<file path="src/rtl/blm_pkg.sv">
// ----------------------------------------------------------------------------
// Battery level monitor package
// Shared widths, constants, register indexes, sequencer states and the
// request/response types of the serial divider.
// ----------------------------------------------------------------------------
package blm_pkg;

  // Ring depth of the moving average.
  localparam int WINDOW = 8;

  // Field widths.
  localparam int SAMPLE_W = 12;
  localparam int MV_W     = 16;
  localparam int GAIN_W   = 12;
  localparam int PCT_W    = 7;

  // Widths that follow from the ring depth.
  localparam int IDX_W = (WINDOW > 1) ? $clog2(WINDOW) : 1;
  localparam int CNT_W = $clog2(WINDOW + 1);
  localparam int SUM_W = MV_W + $clog2(WINDOW);

  // Product widths.
  localparam int RAW_CODE_BITS = 12;
  localparam int RAW_PROD_W    = SAMPLE_W + RAW_CODE_BITS;
  localparam int PCT_PROD_W    = MV_W + PCT_W;
  localparam int SCALE_W       = SAMPLE_W + GAIN_W;

  // Divider operand widths: dividend covers the mean and the percentage.
  localparam int DIV_N_W = (SUM_W > PCT_PROD_W) ? SUM_W : PCT_PROD_W;
  localparam int DIV_D_W = MV_W;
  localparam int DIV_C_W = $clog2(DIV_N_W + 1);

  // Scaling and policy constants.
  localparam int RAW_FULL_MV   = 2500;
  localparam int RAW_FULL_CODE = 4095;
  localparam int WARN_MARGIN   = 200;
  localparam int PCT_FULL      = 100;
  localparam int Q8_SHIFT      = 8;

  // Configuration port.
  localparam int CFG_ADDR_W = 3;
  localparam int CFG_DATA_W = 16;

  typedef enum logic [CFG_ADDR_W-1:0] {
    REG_FULL_MV       = 3'd0,
    REG_EMPTY_MV      = 3'd1,
    REG_CHARGE_ON_MV  = 3'd2,
    REG_CHARGE_OFF_MV = 3'd3,
    REG_CRITICAL_MV   = 3'd4,
    REG_DIVIDER_GAIN  = 3'd5
  } cfg_reg_t;

  // Register reset values.
  localparam logic [MV_W-1:0]   RST_FULL_MV       = 16'd4200;
  localparam logic [MV_W-1:0]   RST_EMPTY_MV      = 16'd3300;
  localparam logic [MV_W-1:0]   RST_CHARGE_ON_MV  = 16'd4350;
  localparam logic [MV_W-1:0]   RST_CHARGE_OFF_MV = 16'd4100;
  localparam logic [MV_W-1:0]   RST_CRITICAL_MV   = 16'd3400;
  localparam logic [GAIN_W-1:0] RST_DIVIDER_GAIN  = 12'd512;

  // Item sequencer states.
  typedef enum logic [3:0] {
    ST_IDLE,
    ST_RAW,
    ST_SCALE,
    ST_UPDATE,
    ST_MEAN_WAIT,
    ST_FLAGS,
    ST_PCT_WAIT,
    ST_OUT
  } state_t;

  // Divider request and response.
  typedef struct packed {
    logic               start;
    logic [DIV_N_W-1:0] dividend;
    logic [DIV_D_W-1:0] divisor;
  } div_req_t;

  typedef struct packed {
    logic               done;
    logic [DIV_N_W-1:0] quotient;
  } div_rsp_t;

endpackage

</file>
<file path="src/rtl/blm_ram.sv">
// ----------------------------------------------------------------------------
// Generic single-port RAM
// One access per cycle; read data is registered and holds between reads.
// ----------------------------------------------------------------------------
module blm_ram #(
  parameter int WIDTH = 16,
  parameter int DEPTH = 8
) (
  input  logic                                        clk,
  input  logic                                        en,
  input  logic                                        we,
  input  logic [((DEPTH > 1) ? $clog2(DEPTH) : 1)-1:0] addr,
  input  logic [WIDTH-1:0]                            wdata,
  output logic [WIDTH-1:0]                            rdata
);

  logic [WIDTH-1:0] mem [DEPTH];

  // Write, or registered read, at the one address.
  always_ff @(posedge clk) begin
    if (en) begin
      if (we) begin
        mem[addr] <= wdata;
      end else begin
        rdata <= mem[addr];
      end
    end
  end

endmodule

</file>
<file path="src/rtl/blm_div.sv">
// ----------------------------------------------------------------------------
// Serial divider
// Unsigned restoring division, one quotient bit per cycle; done pulses as the
// last bit is registered, and the quotient holds until the next start.
// ----------------------------------------------------------------------------
module blm_div (
  input  logic             clk,
  input  logic             rst_n,
  input  blm_pkg::div_req_t req,
  output blm_pkg::div_rsp_t rsp
);
  import blm_pkg::*;

  logic               busy_r,  busy_nxt;
  logic               done_r,  done_nxt;
  logic [DIV_C_W-1:0] cnt_r,   cnt_nxt;
  logic [DIV_D_W-1:0] rem_r,   rem_nxt;
  logic [DIV_N_W-1:0] quo_r,   quo_nxt;
  logic [DIV_D_W-1:0] dsr_r,   dsr_nxt;

  logic [DIV_D_W:0]   shifted;
  logic [DIV_D_W+1:0] diff;
  logic               ge;

  // Trial subtraction of one step.
  assign shifted = {rem_r, quo_r[DIV_N_W-1]};
  assign diff    = {1'b0, shifted} - {2'b00, dsr_r};
  assign ge      = ~diff[DIV_D_W+1];

  always_comb begin
    busy_nxt = busy_r;
    done_nxt = 1'b0;
    cnt_nxt  = cnt_r;
    rem_nxt  = rem_r;
    quo_nxt  = quo_r;
    dsr_nxt  = dsr_r;
    if (req.start) begin
      busy_nxt = 1'b1;
      cnt_nxt  = DIV_C_W'(DIV_N_W);
      rem_nxt  = '0;
      quo_nxt  = req.dividend;
      dsr_nxt  = req.divisor;
    end else if (busy_r) begin
      rem_nxt = ge ? diff[DIV_D_W-1:0] : shifted[DIV_D_W-1:0];
      quo_nxt = {quo_r[DIV_N_W-2:0], ge};
      cnt_nxt = cnt_r - 1'b1;
      if (cnt_r == DIV_C_W'(1)) begin
        busy_nxt = 1'b0;
        done_nxt = 1'b1;
      end
    end
  end

  // Control state.
  always_ff @(posedge clk) begin
    if (!rst_n) begin
      busy_r <= 1'b0;
      done_r <= 1'b0;
    end else begin
      busy_r <= busy_nxt;
      done_r <= done_nxt;
    end
  end

  // Datapath.
  always_ff @(posedge clk) begin
    cnt_r <= cnt_nxt;
    rem_r <= rem_nxt;
    quo_r <= quo_nxt;
    dsr_r <= dsr_nxt;
  end

  assign rsp.done     = done_r;
  assign rsp.quotient = quo_r;

endmodule

</file>
<file path="src/rtl/battery_level_monitor.sv">
// ----------------------------------------------------------------------------
// Battery level monitor
// Moving-average battery voltage with charge percentage, charging
// hysteresis, critical flag and a one-shot low-battery warning.
// ----------------------------------------------------------------------------
// One item at a time: the next item is accepted in the cycle after the result
// is loaded. The time per item is set by the serial divider, which handles one
// quotient bit per cycle (DIV_N_W = 23 steps) and is used once for the mean
// and once more for the percentage when the mean lies strictly between the
// empty and full levels. Raw codes are scaled to millivolts by a reciprocal
// multiplication. The sample ring lives in a single-port RAM that is read
// for the oldest entry on acceptance and written back once the scaled sample
// is ready. A finished result waits in the output register while the next
// item is accepted; if the consumer still holds off when the following result
// is ready, that result waits and no new item is accepted. No clearing pass
// is needed after reset: entries are only used once the ring has been filled.
// ----------------------------------------------------------------------------
module battery_level_monitor (
  input  logic                                clk,
  input  logic                                rst_n,
  // Input items
  input  logic                                in_tvalid,
  output logic                                in_tready,
  input  logic [15:0]                         in_tdata,  // [11:0] sample_value
  input  logic                                in_tuser,  // [0] is_raw_code
  // Result items
  output logic                                out_tvalid,
  input  logic                                out_tready,
  // [15:0] mean_mv, [22:16] charge_percent, [23] charging, [24] critical,
  // [25] warn_event
  output logic [31:0]                         out_tdata,
  // Configuration
  input  logic                                cfg_wen,
  input  logic [blm_pkg::CFG_ADDR_W-1:0]      cfg_addr,
  input  logic [blm_pkg::CFG_DATA_W-1:0]      cfg_wdata
);
  import blm_pkg::*;

  // Configuration registers.
  logic [MV_W-1:0]   full_mv_r;
  logic [MV_W-1:0]   empty_mv_r;
  logic [MV_W-1:0]   charge_on_mv_r;
  logic [MV_W-1:0]   charge_off_mv_r;
  logic [MV_W-1:0]   critical_mv_r;
  logic [GAIN_W-1:0] gain_r;

  // Sequencer and persistent state.
  state_t            state_r,  state_nxt;
  logic [IDX_W-1:0]  idx_r,    idx_nxt;
  logic [CNT_W-1:0]  fill_r,   fill_nxt;
  logic [SUM_W-1:0]  sum_r,    sum_nxt;
  logic              charge_r, charge_nxt;
  logic              warned_r, warned_nxt;
  logic              out_valid_r, out_valid_nxt;

  // Working registers of the current item.
  logic [SAMPLE_W-1:0] sample_r, sample_nxt;
  logic                raw_r,    raw_nxt;
  logic [SAMPLE_W-1:0] pin_r,    pin_nxt;
  logic [MV_W-1:0]     old_r,    old_nxt;
  logic [MV_W-1:0]     batt_r,   batt_nxt;
  logic [MV_W-1:0]     mean_r,   mean_nxt;
  logic [PCT_W-1:0]    pct_r,    pct_nxt;
  logic                crit_r,   crit_nxt;
  logic                warn_r,   warn_nxt;
  logic [31:0]         out_data_r, out_data_nxt;

  // RAM and divider connections.
  logic              ram_en;
  logic              ram_we;
  logic [MV_W-1:0]   ram_rdata;
  div_req_t          div_req;
  div_rsp_t          div_rsp;

  // Helper values.
  logic [SCALE_W-1:0]    scale_prod;
  logic [RAW_PROD_W-1:0] raw_prod;
  logic [RAW_PROD_W:0]   raw_quo_sum;
  logic [MV_W:0]         release_mv;
  logic                  ring_full;

  assign scale_prod = SCALE_W'(pin_r) * SCALE_W'(gain_r);
  assign release_mv = {1'b0, critical_mv_r} + (MV_W+1)'(WARN_MARGIN);
  assign ring_full  = (fill_r == CNT_W'(WINDOW));

  // Raw code to millivolts. The full-scale code is 2^12 - 1, so the quotient
  // is (x + (x >> 12) + 1) >> 12, exact while the quotient stays below 2^12.
  assign raw_prod    = RAW_PROD_W'(sample_r) * RAW_PROD_W'(RAW_FULL_MV);
  assign raw_quo_sum = {1'b0, raw_prod} + (RAW_PROD_W+1)'(raw_prod >> RAW_CODE_BITS) +
                       (RAW_PROD_W+1)'(1);

  // Sample ring.
  blm_ram #(
    .WIDTH (MV_W),
    .DEPTH (WINDOW)
  ) u_ring (
    .clk   (clk),
    .en    (ram_en),
    .we    (ram_we),
    .addr  (idx_r),
    .wdata (batt_r),
    .rdata (ram_rdata)
  );

  // Shared serial divider.
  blm_div u_div (
    .clk   (clk),
    .rst_n (rst_n),
    .req   (div_req),
    .rsp   (div_rsp)
  );

  // Configuration writes; unknown indexes are ignored.
  always_ff @(posedge clk) begin
    if (!rst_n) begin
      full_mv_r       <= RST_FULL_MV;
      empty_mv_r      <= RST_EMPTY_MV;
      charge_on_mv_r  <= RST_CHARGE_ON_MV;
      charge_off_mv_r <= RST_CHARGE_OFF_MV;
      critical_mv_r   <= RST_CRITICAL_MV;
      gain_r          <= RST_DIVIDER_GAIN;
    end else if (cfg_wen) begin
      case (cfg_reg_t'(cfg_addr))
        REG_FULL_MV:       full_mv_r       <= cfg_wdata[MV_W-1:0];
        REG_EMPTY_MV:      empty_mv_r      <= cfg_wdata[MV_W-1:0];
        REG_CHARGE_ON_MV:  charge_on_mv_r  <= cfg_wdata[MV_W-1:0];
        REG_CHARGE_OFF_MV: charge_off_mv_r <= cfg_wdata[MV_W-1:0];
        REG_CRITICAL_MV:   critical_mv_r   <= cfg_wdata[MV_W-1:0];
        REG_DIVIDER_GAIN:  gain_r          <= cfg_wdata[GAIN_W-1:0];
        default: ;
      endcase
    end
  end

  // Next state and datapath control of the item sequencer.
  always_comb begin
    state_nxt     = state_r;
    idx_nxt       = idx_r;
    fill_nxt      = fill_r;
    sum_nxt       = sum_r;
    charge_nxt    = charge_r;
    warned_nxt    = warned_r;
    out_valid_nxt = out_valid_r;
    sample_nxt    = sample_r;
    raw_nxt       = raw_r;
    pin_nxt       = pin_r;
    old_nxt       = old_r;
    batt_nxt      = batt_r;
    mean_nxt      = mean_r;
    pct_nxt       = pct_r;
    crit_nxt      = crit_r;
    warn_nxt      = warn_r;
    out_data_nxt  = out_data_r;
    ram_en        = 1'b0;
    ram_we        = 1'b0;
    div_req       = '{start: 1'b0, dividend: '0, divisor: '0};

    // The consumer takes the waiting result.
    if (out_valid_r && out_tready) begin
      out_valid_nxt = 1'b0;
    end

    case (state_r)
      // Accept an item and read the ring entry it may replace.
      ST_IDLE: begin
        if (in_tvalid) begin
          sample_nxt = in_tdata[SAMPLE_W-1:0];
          raw_nxt    = in_tuser;
          ram_en     = 1'b1;
          state_nxt  = ST_RAW;
        end
      end

      // Raw codes are scaled to millivolts at the pin.
      ST_RAW: begin
        old_nxt = ram_rdata;
        if (raw_r) begin
          pin_nxt = raw_quo_sum[RAW_CODE_BITS +: SAMPLE_W];
        end else begin
          pin_nxt = sample_r;
        end
        state_nxt = ST_SCALE;
      end

      // Apply the divider ratio, truncating the Q16.8 product.
      ST_SCALE: begin
        batt_nxt  = scale_prod[Q8_SHIFT +: MV_W];
        state_nxt = ST_UPDATE;
      end

      // Write the ring, update the sum and start the mean division.
      ST_UPDATE: begin
        ram_en  = 1'b1;
        ram_we  = 1'b1;
        sum_nxt = sum_r + SUM_W'(batt_r);
        if (ring_full) begin
          sum_nxt = sum_r - SUM_W'(old_r) + SUM_W'(batt_r);
        end else begin
          fill_nxt = fill_r + 1'b1;
        end
        if (idx_r == IDX_W'(WINDOW - 1)) begin
          idx_nxt = '0;
        end else begin
          idx_nxt = idx_r + 1'b1;
        end
        div_req.start    = 1'b1;
        div_req.dividend = DIV_N_W'(sum_nxt);
        div_req.divisor  = DIV_D_W'(fill_nxt);
        state_nxt        = ST_MEAN_WAIT;
      end

      ST_MEAN_WAIT: begin
        if (div_rsp.done) begin
          mean_nxt  = div_rsp.quotient[MV_W-1:0];
          state_nxt = ST_FLAGS;
        end
      end

      // Hysteresis, critical and warning latch; percentage bounds.
      ST_FLAGS: begin
        if (!charge_r && (mean_r >= charge_on_mv_r)) begin
          charge_nxt = 1'b1;
        end else if (charge_r && (mean_r < charge_off_mv_r)) begin
          charge_nxt = 1'b0;
        end
        crit_nxt = !charge_nxt && (mean_r < critical_mv_r);
        warn_nxt = 1'b0;
        if (crit_nxt) begin
          if (!warned_r) begin
            warned_nxt = 1'b1;
            warn_nxt   = 1'b1;
          end
        end else if ({1'b0, mean_r} > release_mv) begin
          warned_nxt = 1'b0;
        end
        if (mean_r >= full_mv_r) begin
          pct_nxt   = PCT_W'(PCT_FULL);
          state_nxt = ST_OUT;
        end else if (mean_r <= empty_mv_r) begin
          pct_nxt   = '0;
          state_nxt = ST_OUT;
        end else begin
          div_req.start    = 1'b1;
          div_req.dividend = DIV_N_W'(PCT_PROD_W'(mean_r - empty_mv_r) *
                                      PCT_PROD_W'(PCT_FULL));
          div_req.divisor  = full_mv_r - empty_mv_r;
          state_nxt        = ST_PCT_WAIT;
        end
      end

      ST_PCT_WAIT: begin
        if (div_rsp.done) begin
          pct_nxt   = div_rsp.quotient[PCT_W-1:0];
          state_nxt = ST_OUT;
        end
      end

      // Hand the result to the output register once it is free.
      ST_OUT: begin
        if (!out_valid_r || out_tready) begin
          out_valid_nxt = 1'b1;
          out_data_nxt  = {6'b0, warn_r, crit_r, charge_r, pct_r, mean_r};
          state_nxt     = ST_IDLE;
        end
      end

      default: begin
        state_nxt = ST_IDLE;
      end
    endcase
  end

  // Control state.
  always_ff @(posedge clk) begin
    if (!rst_n) begin
      state_r     <= ST_IDLE;
      idx_r       <= '0;
      fill_r      <= '0;
      sum_r       <= '0;
      charge_r    <= 1'b0;
      warned_r    <= 1'b0;
      out_valid_r <= 1'b0;
    end else begin
      state_r     <= state_nxt;
      idx_r       <= idx_nxt;
      fill_r      <= fill_nxt;
      sum_r       <= sum_nxt;
      charge_r    <= charge_nxt;
      warned_r    <= warned_nxt;
      out_valid_r <= out_valid_nxt;
    end
  end

  // Item payload.
  always_ff @(posedge clk) begin
    sample_r   <= sample_nxt;
    raw_r      <= raw_nxt;
    pin_r      <= pin_nxt;
    old_r      <= old_nxt;
    batt_r     <= batt_nxt;
    mean_r     <= mean_nxt;
    pct_r      <= pct_nxt;
    crit_r     <= crit_nxt;
    warn_r     <= warn_nxt;
    out_data_r <= out_data_nxt;
  end

  assign in_tready  = (state_r == ST_IDLE);
  assign out_tvalid = out_valid_r;
  assign out_tdata  = out_data_r;

endmodule
</file>
<file path="config.mk">
export PLATFORM = sky130hd
export DESIGN_NAME = battery_level_monitor
export DESIGN_NICKNAME = d
export VERILOG_FILES = /design/src/rtl/blm_pkg.sv /design/src/rtl/blm_ram.sv /design/src/rtl/blm_div.sv /design/src/rtl/battery_level_monitor.sv
export SDC_FILE = /design/constraint.sdc
export NUM_CORES = 1
export LEC_CHECK = 0
export ABC_AREA = 1
export BUFFER_PORTS_ARGS = -buffer_cell sky130_fd_sc_hd__buf_2
export CAP_MARGIN = 0
export CORE_ASPECT_RATIO = 0.9
export CORE_MARGIN = 3
export CORE_UTILIZATION = 58
export DETAILED_ROUTE_END_ITERATION = 8
export GPL_ROUTABILITY_DRIVEN = 0
export PLACE_DENSITY = 0.84
export RECOVER_POWER = 50
export SLEW_MARGIN = 20
export SYNTH_ARGS = -nofsm -noshare
export SYNTH_HDL_FRONTEND = slang
export SYNTH_HIERARCHICAL = 1
export SYNTH_SLANG_ARGS = --single-unit
</file>
<file path="constraint.sdc">
create_clock -name clk -period 5.3 [get_ports clk]
set_clock_uncertainty 0.1 [all_clocks]
set_input_delay 0.53 -clock clk [delete_from_list [all_inputs] [get_ports clk]]
set_output_delay 0.53 -clock clk [all_outputs]
set_load 0.05 [all_outputs]
</file>
---- Yosys cells after proc, flatten, opt, wreduce, memory -nomap -nowiden ----
Memory sizes are Yosys's and may differ from the RTL's. A register that Yosys moved wholly into a read port is not among the register bits.
Index checks and enable logic that the tools add are counted.
storage, ports and cells
  flip-flop bits (word level) ............. 295
  memory bits (writable) .................. 128
  bits of input ports ..................... 41
  output and inout bits ................... 34
  logic and storage cells ................. 142
  memories kept ........................... 1
operators by class
  $add $sub $neg .......................... 12
  multipliers ............................. 3
  magnitude comparators ................... 6
  equality and inequality tests ........... 20
  muxes and demuxes ....................... 40
  bitwise gates (word level) .............. 4
  reduce and logical (&&, ||, !) cells .... 27
memories
  memory      words  width  rd ports  clocked after memory_dff  write ports  line           source
  u_ring.mem  8      16     1         1                         1            blm_ram.sv:17  logic [WIDTH-1:0] mem [DEPTH];
operators with widths
  kind                                                                   number
  40-bit 2-to-1 mux                                                      2
  40-bit case mux with 2 select lines                                    1
  23-bit 2-to-1 mux                                                      2
  19-bit by 16-bit adder with 19-bit output                              2
  16-bit greater-or-equal comparator                                     2
  16-bit less-than comparator                                            2
  4-bit case mux with 8 select lines                                     1
  24-bit by 1-bit adder with 24-bit output, second input constant        1
  24-bit by 12-bit adder with 24-bit output                              1
  12-bit by 12-bit multiplier with 24-bit output                         1
  23-bit by 5-bit multiplier with 21-bit output, second input constant   1
  12-bit by 10-bit multiplier with 22-bit output, second input constant  1
  2-bit AND reduction                                                    11
  7-bit 2-to-1 mux                                                       3
  1-bit 2-to-1 mux                                                       20
  4-bit 2-to-1 mux                                                       5
  19-bit 2-to-1 mux                                                      1
  19-bit by 16-bit subtractor with 19-bit output                         1
  17-bit by 16-bit subtractor with 18-bit output                         1
  16-bit by 8-bit adder with 17-bit output, second input constant        1
  16-bit by 17-bit > comparator with 1-bit output                        1
  16-bit by 16-bit subtractor with 17-bit output                         1
  4-bit by 3-bit == test with 1-bit output, second input constant        4
  16-bit less-or-equal comparator                                        1
  29 further kinds                                                       45

---- Longest topological paths before layout ----
  depth after elaboration ................. 9
  gate-level depth with buffers ........... 35
  gate-level depth less buffers ........... 34

---- Modules after synthesis ----
The synthesis kept the hierarchy.
by module, submodules not included
  module                 instances  cells an instance  area an instance (um^2)  sequential area each (um^2)
  battery_level_monitor  1          2944               23179.7                  5725.5
  blm_ram                1          517                5846.9                   4324.1
  blm_div                1          471                3631.0                   1631.6

---- Worst setup path after synthesis ----
No wires, ideal clock.
  kind .................................... flip-flop to flip-flop
  from .................................... register sample_r[4]
  to ...................................... register pin_r[11], data pin
  setup time .............................. 0.253 ns
  arrival ................................. 5.130 ns
  required time ........................... 4.947 ns
  setup slack ............................. -0.183 ns
  stages on the path, launching flop included .. 30
  buffers on the path ..................... 1
  clock period less this slack ............ 5.483 ns
  path through ............................ edfxtp_1 inv_1 fa_1 inv_1 ha_1 inv_1 fa_1 inv_1 ha_1 inv_1 fa_1 inv_1 ha_1 a21oi_4 nor2_1 o21ai_0 nand3_1 xor2_1 inv_1 ha_1 nand4_1 nor2_1 nand4_1 nand2_1 nand4_1 nand2_1 buf_6 nand4_1 nand3_1 nand2_1
on the way
  longest elaborated chain between the ends .. 4
ends and longest elaborated chain
  element                                         line                          source
  from (decl)                                     battery_level_monitor.sv:57   logic [SAMPLE_W-1:0] sample_r, sample_nxt;
  from (signal assigned)                          battery_level_monitor.sv:296  sample_r <= sample_nxt;
  12-bit by 10-bit multiplier with 22-bit output  battery_level_monitor.sv:88   assign raw_prod = RAW_PROD_W'(sample_r) * RAW_PROD_W'(RAW_FULL_MV);
  24-bit by 12-bit adder with 24-bit output       battery_level_monitor.sv:89   assign raw_quo_sum = {1'b0, raw_prod} + (RAW_PROD_W+1)'(raw_prod >> RAW_CODE_BITS) +
  24-bit by 1-bit adder with 24-bit output        battery_level_monitor.sv:89
  12-bit 2-to-1 mux                               battery_level_monitor.sv:177  if (raw_r) begin
  to (signal assigned)                            battery_level_monitor.sv:298  pin_r <= pin_nxt;
  to (decl)                                       battery_level_monitor.sv:59   logic [SAMPLE_W-1:0] pin_r, pin_nxt;
No other way between the ends.
A chain may end at the register's enable or synchronous reset.

---- Final worst setup path ----
  from .................................... register sample_r[5]
  to ...................................... register pin_r[1], data pin
Same word-level chain as after synthesis.

==> impl_metrics.ini <==
[worst_setup_path]
critPathKind = reg -> reg
end_kind = register
rr_worst_depth = 32
reg2reg_slack_ns = -0.30
r2r-end = pin_r[1]$_DFFE_PP_
r2r_start = sample_r[5]$_DFFE_PP_
critPathArrivalTime_ns = 5.82
crit_end = pin_r[1]$_DFFE_PP_
critPathBufInv = 10
crit_path_frequent_cell = inv_2
startpoint = sample_r[5]$_DFFE_PP_
max_stage_delay_ns = 0.54
cp_top_family = adder cells
cp-start-kind = register
path_depth = 32
cp_slowest_cell = fa_1
required_ns = 5.52
path_max_fanout = 5

[die]
die_area_um2 = 59200
die_w_um = 256
rows = 81
io_pins = 75
floorplan.initialDensity_pct = 59.3
die_h_um = 231
core_um2 = 55000

[clock_network]
h-tree-depth = 2
numCtsBuffers = 45
cts_root_buf = clkbuf_16
clkLatencyLatePin_ns = 0.62
cts_sinks = 438
cts_tree = yes
path_clk_slew_ns = 0.06
clockBufferDepth = 3

[timing]
slew_viol_final = 230
finalCritPeriodShare_pct = 106
rsz0062_at_grt = yes
period_needed_ns = 5.60
fmax_ghz = 0.178
maxSlewHeadroom_pct = -178
finalSetupViolations = 12
fin_ws_ns = -0.302
fin_tns_setup_ns = -3.24
final-hold-violation-count = 0
worst-slew-pin-transition_ns = 4.17

[synth]
ys_seq_area_share_pct = 35.8
async_flop_share_pct = 0
synth_seq_cells = 438
yosys_warnings = 6
synth_edf_count = 291
synthCells = 3932
synth_ff_type = edfxtp_1
synth_cell_types = 66
syn_area_per_cell_um2 = 8.31
synth_area_um2 = 32700

[detailed_routing]
routed_via_density = 5.68
drt_iter0_drc = 3078
drcViolationCount = 0
final_antenna_net_count = 0
wirelength_mm = 86.7
dr.pass1.iters = 8
vias = 27900
wl_per_cell_um = 17.6

[final_layout]
fin_cells = 4914
area_delta_synth_final_pct = 13.3
final_nets = 4668
fill_cells = 3944
diodes = 0
drive_gt1_share_pct = 11.0

[power_and_ir_drop]
combPwrFrac_pct = 68.5
power.density_nw_per_um2 = 706
pwr-share-clk_pct = 12.7
peakVddDrop_mv = 1.58
internal_power_w = 0.0137
power.leakage_nw = 18.0
power_w = 0.0261
seqPwrFrac_pct = 18.7
switching_power_w = 0.0124
switching_share_pct = 47.5

[global_route]
grt_pass1_wl_mm = 134
grtUsageTotal_pct = 27.9
antenna_found_initial = 2
grt_overflow = 0
grt_max_degree = 101
grt_pass1_vias = 26600

[outcome]
status = finished with violations
violations = capacitance limit, slew limit, setup timing

[place]
portBuffers = 64
place_ws_ns = -0.432
hpwl_mm = 61.0
placedCellCount = 4787

[run]
maxCapViolations = 4

[min_path]
hold_path.class = in -> reg
-- synthesized netlist by cell type, types with 11 or more instances --
master | number | area (um2)
a21oi_1 | 278 | 1390
buf_2 | 17 | 85.1
buf_4 | 11 | 82.6
clkbuf_1 | 68 | 255
dfxtp_1 | 147 | 2940
edfxtp_1 | 291 | 8740
fa_1 | 158 | 3160
ha_1 | 339 | 4240
inv_1 | 703 | 2640
nand2_1 | 1029 | 3860
nand2_2 | 19 | 119
nand3_1 | 132 | 661
nand3b_1 | 12 | 90.1
nand4_1 | 43 | 269
nor2_1 | 180 | 676
nor3_1 | 40 | 200
nor4_1 | 11 | 68.8
o211ai_1 | 30 | 225
o21ai_0 | 188 | 941
xnor2_1 | 34 | 298
xor2_1 | 59 | 517
-- cell families (layout without fill, tap and decap cells) --
kind of cell             Yosys count  in the layout  synth area share, %
buffers and inverters            820           1049                 9.86
AO/OA/AOI/OAI                    571            571                 9.61
flip-flops                       438            438                 35.8
other                              1              6               0.0115
XOR/XNOR                          96             96                 2.64
adder cells (fa/ha/maj)          497            497                 22.7
AND/OR/NAND/NOR                 1509           1510                 19.4
-- cell usage in the layout (no fill, tap or decap), types with 8 or more instances in the layout --
master and count:
ha_4 25, clkbuf_16 50, a21o_1 9, o21bai_1 8, o211ai_1 30, nand3_2 13, nand3_1 128, buf_2 48
a21oi_1 262, buf_4 155, edfxtp_1 291, a21oi_2 18, nand2_1 1014, nand3b_1 12, inv_1 691, dlygate4sd3_1 9
nor2_2 12, nand2_4 8, nand4_1 43, dfxtp_1 140, nor2_1 171, xor2_1 57, inv_2 16, fa_1 157
o21ai_1 14, clkbuf_1 49, ha_1 313, o21ai_0 181, nand2_2 32, nor3_1 38, xnor2_1 32
-- per-stage QoR --
stage | instance area (um2) | hold WS [ns] | utilization [%]
2_1_floorplan | 32700 | 0.300 | -
3_3_place_gp | 34600 | 0.302 | 62.8
3_5_place_dp | 34600 | 0.305 | 62.9
4_1_cts | 36500 | 0.00117 | 66.4
5_1_grt | 37000 | 0.0168 | 67.2
6_report | 37000 | 0.0268 | 67.2
-- final cells by class --
class	instances	area [um2]	area share, %
multi-input combinational	2680	18500	49.9
timing repair buffer	252	1670	4.52
inverter	713	2680	7.25
clock inverter	18	224	0.605
sequential	438	11700	31.6
tap	747	935	2.53
clock buffer	66	1340	3.63
-- power by group through the flow --
stage          clock, W  sequential [W]  combinational (W)
3_5_place_dp          0         0.00495             0.0146
5_1_grt         0.00348         0.00494             0.0196
6_report        0.00333         0.00489             0.0179
3_3_place_gp          0         0.00494             0.0142
2_1_floorplan         0         0.00475             0.0101
4_1_cts         0.00334         0.00489             0.0162
-- sequential cells by signal, indices dropped and copies added (netlist names), 19 cells and up --
signal,cells
u_ring/mem,128
out_tdata,26
u_div/quo_r,23
sum_r,19
-- routing by layer --
metal / vias up / routed length, um / track usage, %
li1: 13100 / - / -
met1: 13000 / 33700 / 35.6
met2: 1464 / 39800 / 46.5
met3: 347 / 8470 / 4.86
met4: 2 / 4620 / 13.1
met5: - / 13 / 0
-- worst reg2reg max path, delay by kind of cell, from the launching register on --
family                   cells  cell delay (ns)
buffers and inverters       10             0.64
AND/OR/NAND/NOR             13             1.28
adder cells (fa/ha/maj)      7             2.64
AO/OA/AOI/OAI                2             0.31
flip-flops                   1             0.37
-- worst min-delay path by stage --
| stage | cells after the start | slack [ns] | startpoint | to |
|---|---|---|---|---|
| CTS | 1 | 0.001 | in_tdata[5] | sample_r[5]$_DFFE_PP_ |
| detailed placement | 0 | 0.30 | u_ring/rdata[9]$_DFFE_PP_ | old_r[9]$_DFFE_PP_ |
| floorplan | 0 | 0.30 | u_ring/rdata[0]$_DFFE_PP_ | old_r[0]$_DFFE_PP_ |
| finish | 1 | 0.03 | in_tdata[10] | sample_r[10]$_DFFE_PP_ |
| global placement | 0 | 0.30 | u_ring/rdata[14]$_DFFE_PP_ | old_r[14]$_DFFE_PP_ |
| global route | 1 | 0.02 | in_tdata[10] | sample_r[10]$_DFFE_PP_ |
-- timing repair --
item	CTS	global route
gates cloned	1	0
hold endpoints to repair	9	0
pin swaps	26	50
setup endpoints to repair	13	29
buffers inserted	6	26
hold buffers	9	0
gates resized for setup	46	78
Power figures use the tool's default switching activity.
